<file path="src/design/hcbd_pkg.sv">
`timescale 1ns / 1ps
`default_nettype none

package hcbd_pkg;

    // chunk size register width
    localparam int SIZE_WIDTH = 32;

    // depth of the queue between front and back
    localparam int QUEUE_DEPTH = 2;
    localparam int QUEUE_PTR_W = $clog2(QUEUE_DEPTH);
    localparam int QUEUE_CNT_W = $clog2(QUEUE_DEPTH + 1);

    // character codes
    localparam logic [7:0] CHAR_CR    = 8'h0d;
    localparam logic [7:0] CHAR_LF    = 8'h0a;
    localparam logic [7:0] CHAR_SPACE = 8'h20;
    localparam logic [7:0] CHAR_TAB   = 8'h09;
    localparam logic [7:0] CHAR_0     = 8'h30;
    localparam logic [7:0] CHAR_9     = 8'h39;
    localparam logic [7:0] CHAR_LA    = 8'h61;
    localparam logic [7:0] CHAR_LF_HEX = 8'h66;
    localparam logic [7:0] CHAR_UA    = 8'h41;
    localparam logic [7:0] CHAR_UF    = 8'h46;

    // bytes skipped after chunk data
    localparam logic [1:0] TRAILER_BYTES = 2'd2;

    // classified body byte handed from front to back
    typedef struct packed {
        logic [7:0] body_byte;
        logic       body_last;
        logic       is_hex;
        logic [3:0] hex_val;
        logic       is_blank;
        logic       is_cr;
        logic       is_lf;
    } hcbd_item_t;

endpackage

`default_nettype wire

</file>
<file path="src/design/hcbd_if.sv">
`timescale 1ns / 1ps
`default_nettype none

// raw body byte channel
interface hcbd_in_if;
    logic       valid;
    logic       ready;
    logic [7:0] body_byte;
    logic       body_last;

    modport source (output valid, output body_byte, output body_last, input ready);
    modport sink (input valid, input body_byte, input body_last, output ready);
endinterface

// decoded result channel
interface hcbd_out_if;
    logic       valid;
    logic       ready;
    logic       data_valid;
    logic [7:0] payload_byte;
    logic       body_done;
    logic       clean_end;

    modport source (output valid, output data_valid, output payload_byte,
                    output body_done, output clean_end, input ready);
    modport sink (input valid, input data_valid, input payload_byte,
                  input body_done, input clean_end, output ready);
endinterface

`default_nettype wire

</file>
<file path="src/design/hcbd_front.sv">
`timescale 1ns / 1ps
`default_nettype none

module hcbd_front
    import hcbd_pkg::*;
(
    input  wire logic   clk,
    input  wire logic   rst_n,
    hcbd_in_if.sink     body_in,
    output hcbd_item_t  item,
    output logic        item_valid,
    input  wire logic   item_pop
);

    hcbd_item_t               class_item;
    hcbd_item_t               queue_reg [QUEUE_DEPTH];
    logic [QUEUE_PTR_W-1:0]   wr_ptr_reg, wr_ptr_next;
    logic [QUEUE_PTR_W-1:0]   rd_ptr_reg, rd_ptr_next;
    logic [QUEUE_CNT_W-1:0]   count_reg, count_next;
    logic                     push;
    logic                     pop;

    // classify the incoming byte
    always_comb
    begin
        class_item           = '0;
        class_item.body_byte = body_in.body_byte;
        class_item.body_last = body_in.body_last;
        class_item.is_blank  = (body_in.body_byte == CHAR_SPACE) ||
                               (body_in.body_byte == CHAR_TAB);
        class_item.is_cr     = (body_in.body_byte == CHAR_CR);
        class_item.is_lf     = (body_in.body_byte == CHAR_LF);
        if (body_in.body_byte >= CHAR_0 && body_in.body_byte <= CHAR_9)
        begin
            class_item.is_hex  = 1'b1;
            class_item.hex_val = 4'(body_in.body_byte - CHAR_0);
        end
        else if (body_in.body_byte >= CHAR_LA && body_in.body_byte <= CHAR_LF_HEX)
        begin
            class_item.is_hex  = 1'b1;
            class_item.hex_val = 4'(body_in.body_byte - CHAR_LA + 8'd10);
        end
        else if (body_in.body_byte >= CHAR_UA && body_in.body_byte <= CHAR_UF)
        begin
            class_item.is_hex  = 1'b1;
            class_item.hex_val = 4'(body_in.body_byte - CHAR_UA + 8'd10);
        end
    end

    // queue handshake
    assign body_in.ready = (count_reg != QUEUE_CNT_W'(QUEUE_DEPTH));
    assign push          = body_in.valid && body_in.ready;
    assign item_valid    = (count_reg != '0);
    assign pop           = item_pop && item_valid;
    assign item          = queue_reg[rd_ptr_reg];

    // pointer and fill count
    always_comb
    begin
        wr_ptr_next = wr_ptr_reg;
        rd_ptr_next = rd_ptr_reg;
        count_next  = count_reg;
        if (push)
        begin
            wr_ptr_next = (wr_ptr_reg == QUEUE_PTR_W'(QUEUE_DEPTH - 1)) ? '0 :
                          wr_ptr_reg + 1'b1;
        end
        if (pop)
        begin
            rd_ptr_next = (rd_ptr_reg == QUEUE_PTR_W'(QUEUE_DEPTH - 1)) ? '0 :
                          rd_ptr_reg + 1'b1;
        end
        if (push && !pop)
        begin
            count_next = count_reg + 1'b1;
        end
        else if (pop && !push)
        begin
            count_next = count_reg - 1'b1;
        end
    end

    always_ff @(posedge clk or negedge rst_n)
    begin
        if (!rst_n)
        begin
            wr_ptr_reg <= '0;
            rd_ptr_reg <= '0;
            count_reg  <= '0;
        end
        else
        begin
            wr_ptr_reg <= wr_ptr_next;
            rd_ptr_reg <= rd_ptr_next;
            count_reg  <= count_next;
        end
    end

    // queue storage
    always_ff @(posedge clk)
    begin
        if (push)
        begin
            queue_reg[wr_ptr_reg] <= class_item;
        end
    end

endmodule

`default_nettype wire

</file>
<file path="src/design/hcbd_back.sv">
`timescale 1ns / 1ps
`default_nettype none

module hcbd_back
    import hcbd_pkg::*;
(
    input  wire logic        clk,
    input  wire logic        rst_n,
    input  wire hcbd_item_t  item,
    input  wire logic        item_valid,
    output logic             item_pop,
    hcbd_out_if.source       body_out
);

    typedef enum logic [3:0] {
        PH_START  = 4'b0001,
        PH_DIGITS = 4'b0010,
        PH_DATA   = 4'b0100,
        PH_SKIP   = 4'b1000
    } phase_t;

    phase_t                  phase_reg, phase_next;
    logic [SIZE_WIDTH-1:0]   remaining_reg, remaining_next;
    logic [SIZE_WIDTH-1:0]   remaining_dec;
    logic                    digits_closed_reg, digits_closed_next;
    logic                    cr_seen_reg, cr_seen_next;
    logic [1:0]              skip_reg, skip_next;
    logic                    finished_reg, finished_next;
    logic                    step;
    logic                    emit;
    logic                    valid_now;
    logic                    done_now;
    logic                    size_saturated;

    logic                    out_valid_reg, out_valid_next;
    logic                    data_valid_reg;
    logic [7:0]              payload_reg;
    logic                    body_done_reg;
    logic                    clean_end_reg;

    // take a queued item when the result register is free or draining
    assign step     = item_valid && (!out_valid_reg || body_out.ready);
    assign item_pop = step;

    assign remaining_dec  = remaining_reg - 1'b1;
    assign size_saturated = |remaining_reg[SIZE_WIDTH-1 -: 4];

    // chunk parser next state
    always_comb
    begin
        phase_next         = phase_reg;
        remaining_next     = remaining_reg;
        digits_closed_next = digits_closed_reg;
        cr_seen_next       = cr_seen_reg;
        skip_next          = skip_reg;
        finished_next      = finished_reg;
        valid_now          = 1'b0;
        done_now           = 1'b0;

        if (!finished_reg)
        begin
            unique case (phase_reg)
                PH_DATA:
                begin
                    valid_now      = 1'b1;
                    remaining_next = remaining_dec;
                    if (remaining_dec == '0)
                    begin
                        phase_next = PH_SKIP;
                        skip_next  = TRAILER_BYTES;
                    end
                end
                PH_SKIP:
                begin
                    skip_next = skip_reg - 1'b1;
                    if (skip_reg == 2'd1)
                    begin
                        phase_next         = PH_START;
                        remaining_next     = '0;
                        digits_closed_next = 1'b0;
                        cr_seen_next       = 1'b0;
                        skip_next          = '0;
                    end
                end
                PH_START, PH_DIGITS:
                begin
                    if (cr_seen_reg && item.is_lf)
                    begin
                        // end of size line
                        if (remaining_reg == '0)
                        begin
                            finished_next = 1'b1;
                            done_now      = 1'b1;
                        end
                        else
                        begin
                            phase_next         = PH_DATA;
                            digits_closed_next = 1'b0;
                            cr_seen_next       = 1'b0;
                        end
                    end
                    else if (cr_seen_reg)
                    begin
                        // lone cr is a non-hex line byte, so any later size digit is ignored
                        digits_closed_next = 1'b1;
                        cr_seen_next       = item.is_cr;
                    end
                    else if (item.is_cr)
                    begin
                        cr_seen_next = 1'b1;
                    end
                    else if (!digits_closed_reg)
                    begin
                        if (phase_reg == PH_START && item.is_blank)
                        begin
                            phase_next = PH_START;
                        end
                        else if (!item.is_hex)
                        begin
                            digits_closed_next = 1'b1;
                        end
                        else
                        begin
                            phase_next     = PH_DIGITS;
                            remaining_next = size_saturated ? '1 :
                                             {remaining_reg[SIZE_WIDTH-5:0], item.hex_val};
                        end
                    end
                end
                default:
                begin
                    phase_next = PH_START;
                end
            endcase
        end

        // end of body returns to the reset state
        if (item.body_last)
        begin
            phase_next         = PH_START;
            remaining_next     = '0;
            digits_closed_next = 1'b0;
            cr_seen_next       = 1'b0;
            skip_next          = '0;
            finished_next      = 1'b0;
        end
    end

    assign emit = !finished_reg && (valid_now || done_now || item.body_last);

    // result register valid
    always_comb
    begin
        if (step)
        begin
            out_valid_next = emit;
        end
        else
        begin
            out_valid_next = out_valid_reg && !body_out.ready;
        end
    end

    always_ff @(posedge clk or negedge rst_n)
    begin
        if (!rst_n)
        begin
            phase_reg         <= PH_START;
            remaining_reg     <= '0;
            digits_closed_reg <= 1'b0;
            cr_seen_reg       <= 1'b0;
            skip_reg          <= '0;
            finished_reg      <= 1'b0;
            out_valid_reg     <= 1'b0;
        end
        else
        begin
            out_valid_reg <= out_valid_next;
            if (step)
            begin
                phase_reg         <= phase_next;
                remaining_reg     <= remaining_next;
                digits_closed_reg <= digits_closed_next;
                cr_seen_reg       <= cr_seen_next;
                skip_reg          <= skip_next;
                finished_reg      <= finished_next;
            end
        end
    end

    // result payload
    always_ff @(posedge clk)
    begin
        if (step && emit)
        begin
            data_valid_reg <= valid_now;
            payload_reg    <= valid_now ? item.body_byte : 8'h00;
            body_done_reg  <= done_now || item.body_last;
            clean_end_reg  <= done_now;
        end
    end

    assign body_out.valid        = out_valid_reg;
    assign body_out.data_valid   = data_valid_reg;
    assign body_out.payload_byte = payload_reg;
    assign body_out.body_done    = body_done_reg;
    assign body_out.clean_end    = clean_end_reg;

endmodule

`default_nettype wire

</file>
<file path="src/design/http_chunked_body_decoder_top.sv">
// channel    dir  handshake      payload
// body_in    in   valid / ready  body_byte[7:0], body_last
// body_out   out  valid / ready  data_valid, payload_byte[7:0], body_done, clean_end
//
// one body byte per cycle when body_out is not stalled
// a byte is queued at its accepting edge and its result is then registered in the result register
// a two-entry queue between classifier and parser absorbs short output stalls
// bytes that give no result leave no output item
// rst_n clears the queue, the parser state and the result register
`timescale 1ns / 1ps
`default_nettype none

module http_chunked_body_decoder_top
    import hcbd_pkg::*;
(
    input  wire logic   clk,
    input  wire logic   rst_n,
    hcbd_in_if.sink     body_in,
    hcbd_out_if.source  body_out
);

    hcbd_item_t  item;
    logic        item_valid;
    logic        item_pop;

    // byte classifier and queue
    hcbd_front u_front (
        .clk        (clk),
        .rst_n      (rst_n),
        .body_in    (body_in),
        .item       (item),
        .item_valid (item_valid),
        .item_pop   (item_pop)
    );

    // chunk parser and result register
    hcbd_back u_back (
        .clk        (clk),
        .rst_n      (rst_n),
        .item       (item),
        .item_valid (item_valid),
        .item_pop   (item_pop),
        .body_out   (body_out)
    );

endmodule

`default_nettype wire
</file>
<file path="src/flat_wrapper.sv">
// flat-port wrapper written by rule: the top's interface ports become plain ports
module http_chunked_body_decoder_top_flat import hcbd_pkg::*;
  (clk, rst_n, body_in_valid, body_in_body_byte, body_in_body_last, body_in_ready, body_out_valid, body_out_data_valid, body_out_payload_byte, body_out_body_done, body_out_clean_end, body_out_ready);
  hcbd_in_if body_in_i ();
  hcbd_out_if body_out_i ();
  input  wire logic clk;
  input  wire logic rst_n;
  input wire logic [$bits(body_in_i.valid)-1:0] body_in_valid;
  input wire logic [$bits(body_in_i.body_byte)-1:0] body_in_body_byte;
  input wire logic [$bits(body_in_i.body_last)-1:0] body_in_body_last;
  output wire logic [$bits(body_in_i.ready)-1:0] body_in_ready;
  output wire logic [$bits(body_out_i.valid)-1:0] body_out_valid;
  output wire logic [$bits(body_out_i.data_valid)-1:0] body_out_data_valid;
  output wire logic [$bits(body_out_i.payload_byte)-1:0] body_out_payload_byte;
  output wire logic [$bits(body_out_i.body_done)-1:0] body_out_body_done;
  output wire logic [$bits(body_out_i.clean_end)-1:0] body_out_clean_end;
  input wire logic [$bits(body_out_i.ready)-1:0] body_out_ready;
  assign body_in_i.valid = body_in_valid;
  assign body_in_i.body_byte = body_in_body_byte;
  assign body_in_i.body_last = body_in_body_last;
  assign body_in_ready = body_in_i.ready;
  assign body_out_valid = body_out_i.valid;
  assign body_out_data_valid = body_out_i.data_valid;
  assign body_out_payload_byte = body_out_i.payload_byte;
  assign body_out_body_done = body_out_i.body_done;
  assign body_out_clean_end = body_out_i.clean_end;
  assign body_out_i.ready = body_out_ready;
  http_chunked_body_decoder_top u_core (.clk(clk), .rst_n(rst_n), .body_in(body_in_i), .body_out(body_out_i));
endmodule
</file>
<file path="config.mk">
export PLATFORM = sky130hd
export DESIGN_NAME = http_chunked_body_decoder_top_flat
export DESIGN_NICKNAME = d
export VERILOG_FILES = /design/src/design/hcbd_pkg.sv /design/src/design/hcbd_if.sv /design/src/design/hcbd_front.sv /design/src/design/hcbd_back.sv /design/src/design/http_chunked_body_decoder_top.sv /design/src/flat_wrapper.sv
export SDC_FILE = /design/constraint.sdc
export NUM_CORES = 1
export LEC_CHECK = 0
export BUFFER_PORTS_ARGS = -buffer_cell sky130_fd_sc_hd__buf_4
export CAP_MARGIN = 20
export CORE_ASPECT_RATIO = 1.4
export CORE_MARGIN = 2
export CORE_UTILIZATION = 24
export DETAILED_ROUTE_END_ITERATION = 8
export HOLD_SLACK_MARGIN = 0.1
export SLEW_MARGIN = 10
export SYNTH_ARGS = -nofsm -noshare
export SYNTH_HDL_FRONTEND = slang
export SYNTH_SLANG_ARGS = --single-unit
export TNS_END_PERCENT = 50
</file>
<file path="constraint.sdc">
create_clock -name clk -period 3.5 [get_ports clk]
set_clock_uncertainty 0.05 [all_clocks]
set_input_delay 0.35 -clock clk [delete_from_list [all_inputs] [get_ports clk]]
set_output_delay 0.35 -clock clk [all_outputs]
set_load 0.01 [all_outputs]
</file>
==> metrics.txt, run 1 <==
share of layout cells above drive strength 1 0.148; die area 0.0235 mm^2; io pins 26; area leader, netlist edfxtp_1; synthesized area 0.00534 mm^2; uppermost routed layer met4; critical-path cell list inv_1 > ha_1 > or4b_1 > nor3b_1 > o21bai_1 > a22o_1 > or4_4 > nor4b_2 > o21ai_1 > o221ai_2; fill cell count 2296; Ant. Diodes 0; Worst path top cell family by delay simple AND/OR/NAND/NOR gates; Critical Path Fanout Max 8; Crit. End Element flop; final layout net count 592; worst skew pair latency 0.35 ns; top-count cell post-synth o21ai_0; Hold Path Class input pin to flop; TritonCTS Buffers 9; final WL 13300 um; Die Span X 130 um; Via density 4.97; setup tns final 0 ns; ys async rst share 0.505; Residual DRC 0; clock slew at reported path FFs 0.07 ns; max reg flops 34; slowest cell on the critical path or4_4; Routed met1 length 5630 um; GP Congestion 0.855; via count 4331; Site Rows 64; mean post-synth cell area 9.60 um^2; synth top area cells edfxtp_1, dfrtp_1, o21ai_0; Post-DRT Antenna Nets 0; post-DP HPWL 9320 um; Final Hold Viols 0; hold path start body_in_body_last; yosys warns 0; Arr. time, crit path 3.40 ns; fin util 0.283; required time worst endpoint 3.72 ns; RR Startpoint u_core.u_back.remaining_reg[0]$_DFFE_PN0P_; main flop type after synthesis edfxtp_1; Yosys cell types 68; DRT iter0 DRCs 196; Pwr per Cell Area 902 mW/mm^2; Leak 2.31 nW; drt pass-1 iters 5; starting density of the core 0.244; Met3 Wirelength 437 um; initial antenna violation count 0; sequential-to-total area share from yosys stat 0.469; critical path type flop to flop; P&R area growth vs syn 16.0%; clock sink count 91; number of global-route vias before repair 4418; Setup violations, final 0; crit path from u_core.u_back.remaining_reg[0]$_DFFE_PN0P_; Post-synth top cells o21ai_0, nor2_1, dfrtp_1, edfxtp_1, nor3_1; GR Overflow Total 0; Die Ht 180 um; fin. max-slew vios 0; Critical Path Start Type flop; CTS max path bufs 2; Root Driver clkbuf_16; Mapped Nets 578; buffers and inverters on the worst path 1; fmax 315 MHz; peak supply drop 0.394 mV; CTS tree yes; Final Cycle Share 0.908; met2 WL post-DR 6900 um; max incr delay on CP 0.52 ns; Slew headroom 0.477; first-pass GRT wire length 22500 um; H-tree depth 3; status complete, no violations; IO buf count 25; EDFF count, synth 45; RSZ-0062 raised after global routing no; Seq cells post-synth 91; WHS 0.140 ns; MaxCap Viol Count 0; Tightest Pin Transition 0.784 ns; Final min period 3.18 ns; wire length per cell 15.3 um; Post-Syn Instances 556; largest net degree at the start of global routing 62; post-synth top area share 0.253; core area 0.0219 mm^2; global-route usage over all layers 0.119
## layout make-up
cell class	instances	area, um^2	area share
Multi-Input combinational cell	410	2650	0.428
Tap cell	297	372	0.0600
Sequential cell	91	2500	0.404
Inverter	16	60.1	0.00970
Timing Repair Buffer	42	318	0.0513
Clock inverter	7	65.1	0.0105
Clock buffer	9	225	0.0364
## per-layer routing
metal / up-vias / GRT usage
li1: 2126 / -
met1: 2080 / 0.146
met2: 94 / 0.207
met3: 31 / 0.0143
met4: 0 / 0.0508
met5: - / 0
## layout by cell type (no fill, tap or decap), types with 9 or more instances in the layout
cell type,n
o21ai_0,62
nor2_1,53
edfxtp_1,45
dfrtp_1,45
buf_4,41
nand2_1,33
nor3_1,33
a21oi_1,27
o31ai_1,18
inv_1,15
mux2i_1,14
nor4_1,13
xnor2_1,10
nand4_1,10
ha_1,9
clkbuf_16,9
## report_power, final
part | switching (W) | total, W | internal, W | leakage (nW)
combinational | 0.00156 | 0.00260 | 0.00104 | 1.16
sequential | 0.000470 | 0.00201 | 0.00154 | 1.01
clock | 0.000472 | 0.000973 | 0.000501 | 0.141
## per-stage QoR
| stage | instance area (um^2) | setup slack [ns] | std cells | power [W] |
|---|---|---|---|---|
| final | 6190 | 0.324 | 872 | 0.00558 |
| after global routing | 6190 | 0.135 | 872 | 0.00605 |
| after CTS | 6180 | 0.260 | 872 | 0.00561 |
| after detailed placement | 5880 | 0.284 | 855 | 0.00463 |
| after global placement | 5880 | 0.335 | 855 | 0.00462 |
| after floorplan | 5340 | 0.194 | 556 | 0.00383 |
## path summary, 6_finish.rpt
| check | end | slack, ns | depth (start not counted) |
|---|---|---|---|
| hold / removal | u_core.u_front.queue_reg[0][8]$_DFFE_PP_ | 0.14 | 1 |
| min in group asynchronous | u_core.u_back.remaining_reg[8]$_DFFE_PN0P_ | 0.54 | 2 |
| max in group asynchronous | u_core.u_back.phase_reg[1]$_DFFE_PN0P_ | 2.42 | 2 |
| setup reg to reg | u_core.u_back.skip_reg[1]$_DFFE_PN0P_ | 0.32 | 10 |
| hold reg to reg | u_core.u_front.count_reg[1]$_DFFE_PN0P_ | 0.46 | 1 |
| setup / recovery | u_core.u_back.skip_reg[1]$_DFFE_PN0P_ | 0.32 | 10 |
## timing repair
item / CTS / global route
endpoints found under the hold margin: 45 / 0
buffers inserted: 0 / 0
hold buffers: 1 / 0
gates resized for setup: 0 / 1
setup endpoints to repair: 0 / 12
## cell families (layout without fill, tap and decap cells)
kind of cell             after synthesis  after routing  share of synthesized area
AND/OR/NAND/NOR                      204            204                      0.215
AO/OA/AOI/OAI                        159            159                      0.186
flip-flops                            91             91                      0.469
buffers and inverters                 55             74                     0.0412
multiplexers                          21             21                     0.0408
XOR/XNOR                              17             17                     0.0279
adder cells (fa/ha/maj)                9              9                     0.0211
Note: power is estimated with default switching activity, not from simulation.
==> run 2, diff against run 1 <==
--- a/config.mk
+++ b/config.mk
@@ -12,6 +12,7 @@
 export CORE_UTILIZATION = 24
 export DETAILED_ROUTE_END_ITERATION = 8
 export HOLD_SLACK_MARGIN = 0.1
+export MAX_ROUTING_LAYER = met4
 export SLEW_MARGIN = 10
 export SYNTH_ARGS = -nofsm -noshare
 export SYNTH_HDL_FRONTEND = slang
==> metrics.txt, run 2 (synthesized netlist as in run 1, its figures left out) <==
Post-DRT Antenna Nets 0 (unchanged); Root Driver clkbuf_16; GP Congestion 0.869 (+1.6%); met1 GRT Util 0.147 (+0.000746); hold path start body_in_body_last; Setup violations, final 0 (unchanged); Via density 4.96 (-0.16%); setup tns final 0 ns (unchanged); Slew headroom 0.469 (-0.00815); DRT iter0 DRCs 215 (+9.7%); MaxCap Viol Count 0 (unchanged); clock sink count 91 (unchanged); worst reg2reg setup slack 0.32 ns (about the same); Residual DRC 0 (unchanged); CTS max path bufs 2 (unchanged); overall power 0.00559 W (about the same); GRT Max-Usage Layer met2; Arr. time, crit path 3.40 ns (about the same); max reg flops 34 (unchanged); R2R depth 10 (unchanged); GRT met3 Usage 0.0172 (+0.00297); fmax 315 MHz (about the same); Critical Path Fanout Max 8 (unchanged); CTS tree yes; P&R area growth vs syn 16.0% (unchanged); peak supply drop 0.397 mV (+0.76%); Placed Area 0.00588 mm^2 (unchanged); commonest cells after routing, fill and taps aside o21ai_0, nor2_1, edfxtp_1, dfrtp_1, buf_4; status complete, no violations; via count 4324 (-0.16%); starting density of the core 0.244 (unchanged); Leak 2.31 nW (unchanged); Ant. Diodes 0 (unchanged); TritonCTS Buffers 9 (unchanged); Die Ht 180 um (unchanged); initial antenna violation count 0 (unchanged); FF-to-FF End u_core.u_back.skip_reg[1]$_DFFE_PN0P_; Pwr per Cell Area 902 mW/mm^2 (about the same); Final Cycle Share 0.907 (about the same); H-tree depth 3 (unchanged); core area 0.0219 mm^2 (unchanged); Final min period 3.18 ns (-0.00122 ns); wire length per cell 15.3 um (+0.25%); RR Startpoint u_core.u_back.remaining_reg[0]$_DFFE_PN0P_; Tightest Pin Transition 0.796 ns (+0.0122 ns); GR Overflow Total 0 (unchanged); worst skew pair latency 0.35 ns (about the same); Crit. End Element flop; Final Hold Viols 0 (unchanged); Hold Path Class input pin to flop; clock slew at reported path FFs 0.07 ns (about the same); largest net degree at the start of global routing 62 (unchanged); io pins 26 (unchanged); Worst Hold End u_core.u_front.queue_reg[0][8]$_DFFE_PP_; fin util 0.283 (unchanged); IO buf count 25 (unchanged); critical path type flop to flop; required time worst endpoint 3.72 ns (about the same); first-pass GRT wire length 22600 um (+0.12%); postcts setup bufs 0 (unchanged); final layout net count 592 (unchanged); most common cell after layout, fill and taps aside o21ai_0; share of layout cells above drive strength 1 0.148 (unchanged); fin. max-slew vios 0 (unchanged); number of global-route vias before repair 4420 (+0.045%); final WL 13400 um (+0.25%); final instance area 0.00619 mm^2 (unchanged); die area 0.0235 mm^2 (unchanged); RSZ-0062 raised after global routing no; Critical Path Start Type flop; Hold Crit Depth 1 (unchanged); Site Rows 64 (unchanged); drt pass-1 iters 4 (-1); global-route usage over all layers 0.122 (+0.00351); post-DP HPWL 9320 um (unchanged); Die Span X 130 um (unchanged); GR Util met2 0.206 (-0.000209)
==> run 2: cell counts in the layout (fill, tap and decap cells not counted) <==
No cell type changed its count.
==> run 2: metrics by stage <==
stage / std cells / hold WS [ns] / setup WS, ns
after floorplan: 556 / 0.00441 / 0.194
after global placement: 855 / 0.374 / 0.335
after detailed placement: 855 / 0.374 / 0.284
after CTS: 872 / 0.134 / 0.260
after global routing: 872 / 0.136 / 0.135
final: 872 / 0.139 / 0.325
==> run 2: how the worst max path moves through the flow <==
stage / startpoint / to / depth (start not counted)
after global placement: u_core.u_back.remaining_reg[0]$_DFFE_PN0P_ / u_core.u_back.body_out.payload_byte[1]$_SDFFCE_PN0P_ / 8
after global routing: u_core.u_back.remaining_reg[0]$_DFFE_PN0P_ / u_core.u_back.body_out.payload_byte[1]$_SDFFCE_PN0P_ / 8
after detailed placement: u_core.u_back.remaining_reg[0]$_DFFE_PN0P_ / u_core.u_back.body_out.payload_byte[5]$_SDFFCE_PN0P_ / 8
after floorplan: u_core.u_back.remaining_reg[16]$_DFFE_PN0P_ / u_core.u_back.body_out.body_done$_DFFE_PP_ / 6
final: u_core.u_back.remaining_reg[0]$_DFFE_PN0P_ / u_core.u_back.skip_reg[1]$_DFFE_PN0P_ / 10
after CTS: u_core.u_back.remaining_reg[0]$_DFFE_PN0P_ / u_core.u_back.body_out.payload_byte[1]$_SDFFCE_PN0P_ / 8
==> run 2: layer usage <==
metal | vias to the layer above | routed length [um]
met5 | - | 0
met4 | 0 | 325
met3 | 31 | 428
met2 | 99 | 6970
met1 | 2069 | 5660
li1 | 2125 | -
==> run 2: cell type report <==
class / instances / area, um^2
multi-input cells: 410 / 2650
flip-flops and latches: 91 / 2500
clock buffers: 9 / 225
clock inverters: 7 / 65.1
fillers: 2296 / 15700
inverters: 16 / 60.1
repair buffers: 42 / 318
well taps: 297 / 372
==> run 2: worst max-delay path, cell delays in order, from the launching register on <==
cell,delay (ns)
dfrtp_1,0.49
inv_1,0.14
ha_1,0.27
or4b_1,0.49
nor3b_1,0.27
o21bai_1,0.14
a22o_1,0.21
or4_4,0.52
nor4b_2,0.27
o21ai_1,0.09
o221ai_2,0.16
==> run 2: report_power, final <==
part           leakage, nW  switching (W)  internal, W
registers             1.01       0.000470      0.00154
clock network        0.141       0.000468     0.000501
logic                 1.16        0.00157      0.00104
==> run 2: repair_timing <==
item | CTS | global route
endpoints found under the setup margin | 0 | 12
hold buffers | 1 | 0
hold endpoints to repair | 45 | 0
resized for setup | 0 | 1
==> run 3, diff against run 2 <==
--- a/config.mk
+++ b/config.mk
@@ -5,12 +5,14 @@
 export SDC_FILE = /design/constraint.sdc
 export NUM_CORES = 1
 export LEC_CHECK = 0
+export ABC_AREA = 1
 export BUFFER_PORTS_ARGS = -buffer_cell sky130_fd_sc_hd__buf_4
 export CAP_MARGIN = 20
 export CORE_ASPECT_RATIO = 1.4
 export CORE_MARGIN = 2
 export CORE_UTILIZATION = 24
 export DETAILED_ROUTE_END_ITERATION = 8
+export GPL_TIMING_DRIVEN = 0
 export HOLD_SLACK_MARGIN = 0.1
 export MAX_ROUTING_LAYER = met4
 export SLEW_MARGIN = 10
==> metrics.txt, run 3 <==
status complete, no violations; yosys warns 0 (unchanged); wire length per cell 15.4 um (+0.59%); io pins 26 (unchanged); synth top area cells edfxtp_1, dfrtp_1, nand2_1; Site Rows 65 (+1.6%); Post-Syn Instances 692 (+24%); final WL 16000 um (+20%); main flop type after synthesis edfxtp_1; fin. max-slew vios 0 (unchanged); worst reg2reg setup slack 0.74 ns (+0.41 ns); Hold Path Class input pin to flop; RSZ-0062 raised after global routing no; fin cells 1037 (+19%); CTS tree yes; Residual DRC 0 (unchanged); Leak 2.76 nW (+19%); number of global-route vias before repair 4947 (+12%); initial antenna violation count 0 (unchanged); P&R area growth vs syn 16.6%; largest net degree at the start of global routing 47 (-24%); Final Hold Viols 0 (unchanged); area leader, netlist edfxtp_1; post-synth top area share 0.248 (-0.00471); IO buf count 25 (unchanged); top-count cell post-synth nand2_1; Final min period 2.76 ns (-0.411 ns); fmax 362 MHz (+15%); Seq cells post-synth 91 (unchanged); max reg flops 34 (unchanged); post-DP HPWL 11900 um (+27%); drt pass-1 iters 5 (+1); Pint 0.00311 W (+1.1%); share of layout cells above drive strength 1 0.143 (-0.00516); Via density 4.69 (-5.5%); Switching Share 0.517 (+0.0683); Ant. Diodes 0 (unchanged); Slew headroom 0.549 (+0.0802); H-tree depth 3 (unchanged); commonest cells after routing, fill and taps aside nand2_1, inv_1, nor2_1; Die Ht 182 um (+0.92%); sequential-to-total area share from yosys stat 0.460 (-0.00873); max incr delay on CP 0.40 ns (-0.12 ns); Logic pwr share 0.572 (+0.104); core area 0.0224 mm^2 (+2.7%); first-pass GRT wire length 25800 um (+15%); Arr. time, crit path 2.69 ns (-0.71 ns); fill cell count 2448 (+6.6%); peak supply drop 0.359 mV (-9.6%); setup tns final 0 ns (unchanged); die area 0.0239 mm^2 (+1.8%); Crit. End Element flop; critical path type flop to flop; Tightest Pin Transition 0.676 ns (-0.120 ns); Yosys cell types 43 (-37%); final layout net count 753 (+27%); required time worst endpoint 3.43 ns (-0.29 ns); synthesized area 0.00544 mm^2 (+1.9%); Critical Path Start Type flop; EDFF count, synth 45 (unchanged); most common cell after layout, fill and taps aside nand2_1; multi-input logic area 0.00258 mm^2 (-2.4%); Post-synth top cells nand2_1, nor2_1, inv_1, o21ai_0; Die Span X 131 um (+0.91%); Critical Path Fanout Max 11 (+3); GP Congestion 0.937 (+7.8%); Flop pwr share 0.277 (-0.082); Post-DRT Antenna Nets 0 (unchanged); slowest cell on the critical path dfrtp_1; CTS max path bufs 2 (unchanged); TritonCTS Buffers 9 (unchanged); Root Driver clkbuf_16; ys async rst share 0.505 (unchanged); register area 0.00250 mm^2 (unchanged); MaxCap Viol Count 0 (unchanged); global-route usage over all layers 0.140 (+0.0180); mean post-synth cell area 7.86 um^2 (-18%); DRT iter0 DRCs 344 (+60%); postcts setup bufs 0 (unchanged); Psw 0.00334 W (+33%); Clock Power Share 0.150 (-0.023); GR Overflow Total 0 (unchanged); buffers and inverters on the worst path 2 (+1); starting density of the core 0.242 (-0.00186); worst skew pair latency 0.35 ns (about the same); CTS resizes 0 (unchanged); Pwr per Cell Area 1020 mW/mm^2 (+13%); via count 4861 (+12%); Final Cycle Share 0.790 (-0.117); clock slew at reported path FFs 0.07 ns (about the same); clock sink count 91 (unchanged); Setup violations, final 0 (unchanged); Mapped Nets 714 (+24%); Worst path top cell family by delay simple AND/OR/NAND/NOR gates; critical-path cell list inv_1 > ha_1 > nand2_4 > nor2_8 > nand2_4 > nor3_1 > nand3_1 > nand3_1 > nand2_1 > inv_1; Placed Instances 1020 (+19%)
## run 3: cell count changes in the layout (fill, tap and decap cells not counted), moves of 12 or more
cell     before  now
nand2_1      33  174
inv_1        15   71
nand3_1       7   41
nor3_1       33    8
nor2_1       53   71
nor2_2        1   19
o31ai_1      18    0
a21oi_1      27   44
buf_4        41   26
mux2i_1      14    1
o22ai_1       1   14
o21ai_0      62   50
## run 3: through the flow
stage,util,cell area (um^2),setup WS [ns],hold slack [ns],total power [W]
CTS,0.283,6350,0.729,0.133,0.00644
floorplan,-,5440,1.31,0.00441,0.00429
global route,0.283,6350,0.542,0.133,0.00697
finish,0.283,6350,0.735,0.142,0.00645
detailed placement,0.269,6040,0.740,0.397,0.00545
global placement,0.268,6010,0.743,0.395,0.00538
## run 3: what timing repair did
item	4_1_cts	5_1_grt
endpoints found under the hold margin	45	0
hold buffers	1	0
endpoints found under the setup margin	0	0
## run 3: area by class of cell
type / instances / share of cell area
Multi-Input combinational cell: 509 / 0.407
Sequential cell: 91 / 0.395
Tap cell: 301 / 0.0593
Inverter: 77 / 0.0459
Timing Repair Buffer: 28 / 0.0359
Clock buffer: 9 / 0.0355
Clock inverter: 7 / 0.0110
Buffer: 15 / 0.0104
## run 3: power groups by stage
stage	clock (W)	sequential, W	combinational (W)
after floorplan	0	0.00175	0.00253
after global placement	0	0.00180	0.00358
after detailed placement	0	0.00180	0.00365
after CTS	0.000990	0.00178	0.00366
after global routing	0.00103	0.00183	0.00411
final	0.000969	0.00179	0.00369
## run 3: worst paths after layout
kind,startpoint,endpoint,cells after the start
min in group asynchronous,rst_n,u_core.u_back.remaining_reg[18]$_DFFE_PN0P_,2
min reg2reg,u_core.u_front.count_reg[0]$_DFFE_PN0P_,u_core.u_front.count_reg[0]$_DFFE_PN0P_,1
max in group asynchronous,rst_n,u_core.u_back.remaining_reg[14]$_DFFE_PN0P_,2
max,u_core.u_back.remaining_reg[0]$_DFFE_PN0P_,u_core.u_back.body_out.payload_byte[2]$_SDFFCE_PN0P_,10
max reg2reg,u_core.u_back.remaining_reg[0]$_DFFE_PN0P_,u_core.u_back.body_out.payload_byte[2]$_SDFFCE_PN0P_,10
min,body_in_body_last,u_core.u_front.queue_reg[0][8]$_DFFE_PP_,1
## run 3: logic make-up (layout without fill, tap and decap cells)
logic type,Yosys count,in the layout,share of synthesized area
AOI/OAI and AO/OA,133,133,0.131
buffers and inverters,92,136,0.0658
muxes,1,1,0.00184
xor gates and xnor gates,7,7,0.0113
adders and majority gates,9,9,0.0207
and+or+nand+nor,359,359,0.310
DFF,91,91,0.460
## run 3: per-layer routing
layer | global-route usage | vias to the layer above | wire, um
met5 | - | - | 0
met4 | 0.0887 | 0 | 913
met3 | 0.0217 | 56 | 694
met2 | 0.251 | 140 | 8250
met1 | 0.144 | 2288 | 6150
li1 | - | 2377 | -
## run 3: worst register-to-register path, cell delays in order, from the launching register on
cell,delay [ns]
dfrtp_1,0.40
inv_1,0.23
ha_1,0.31
nand2_4,0.14
nor2_8,0.25
nand2_4,0.09
nor3_1,0.22
nand3_1,0.14
nand3_1,0.09
nand2_1,0.09
inv_1,0.39
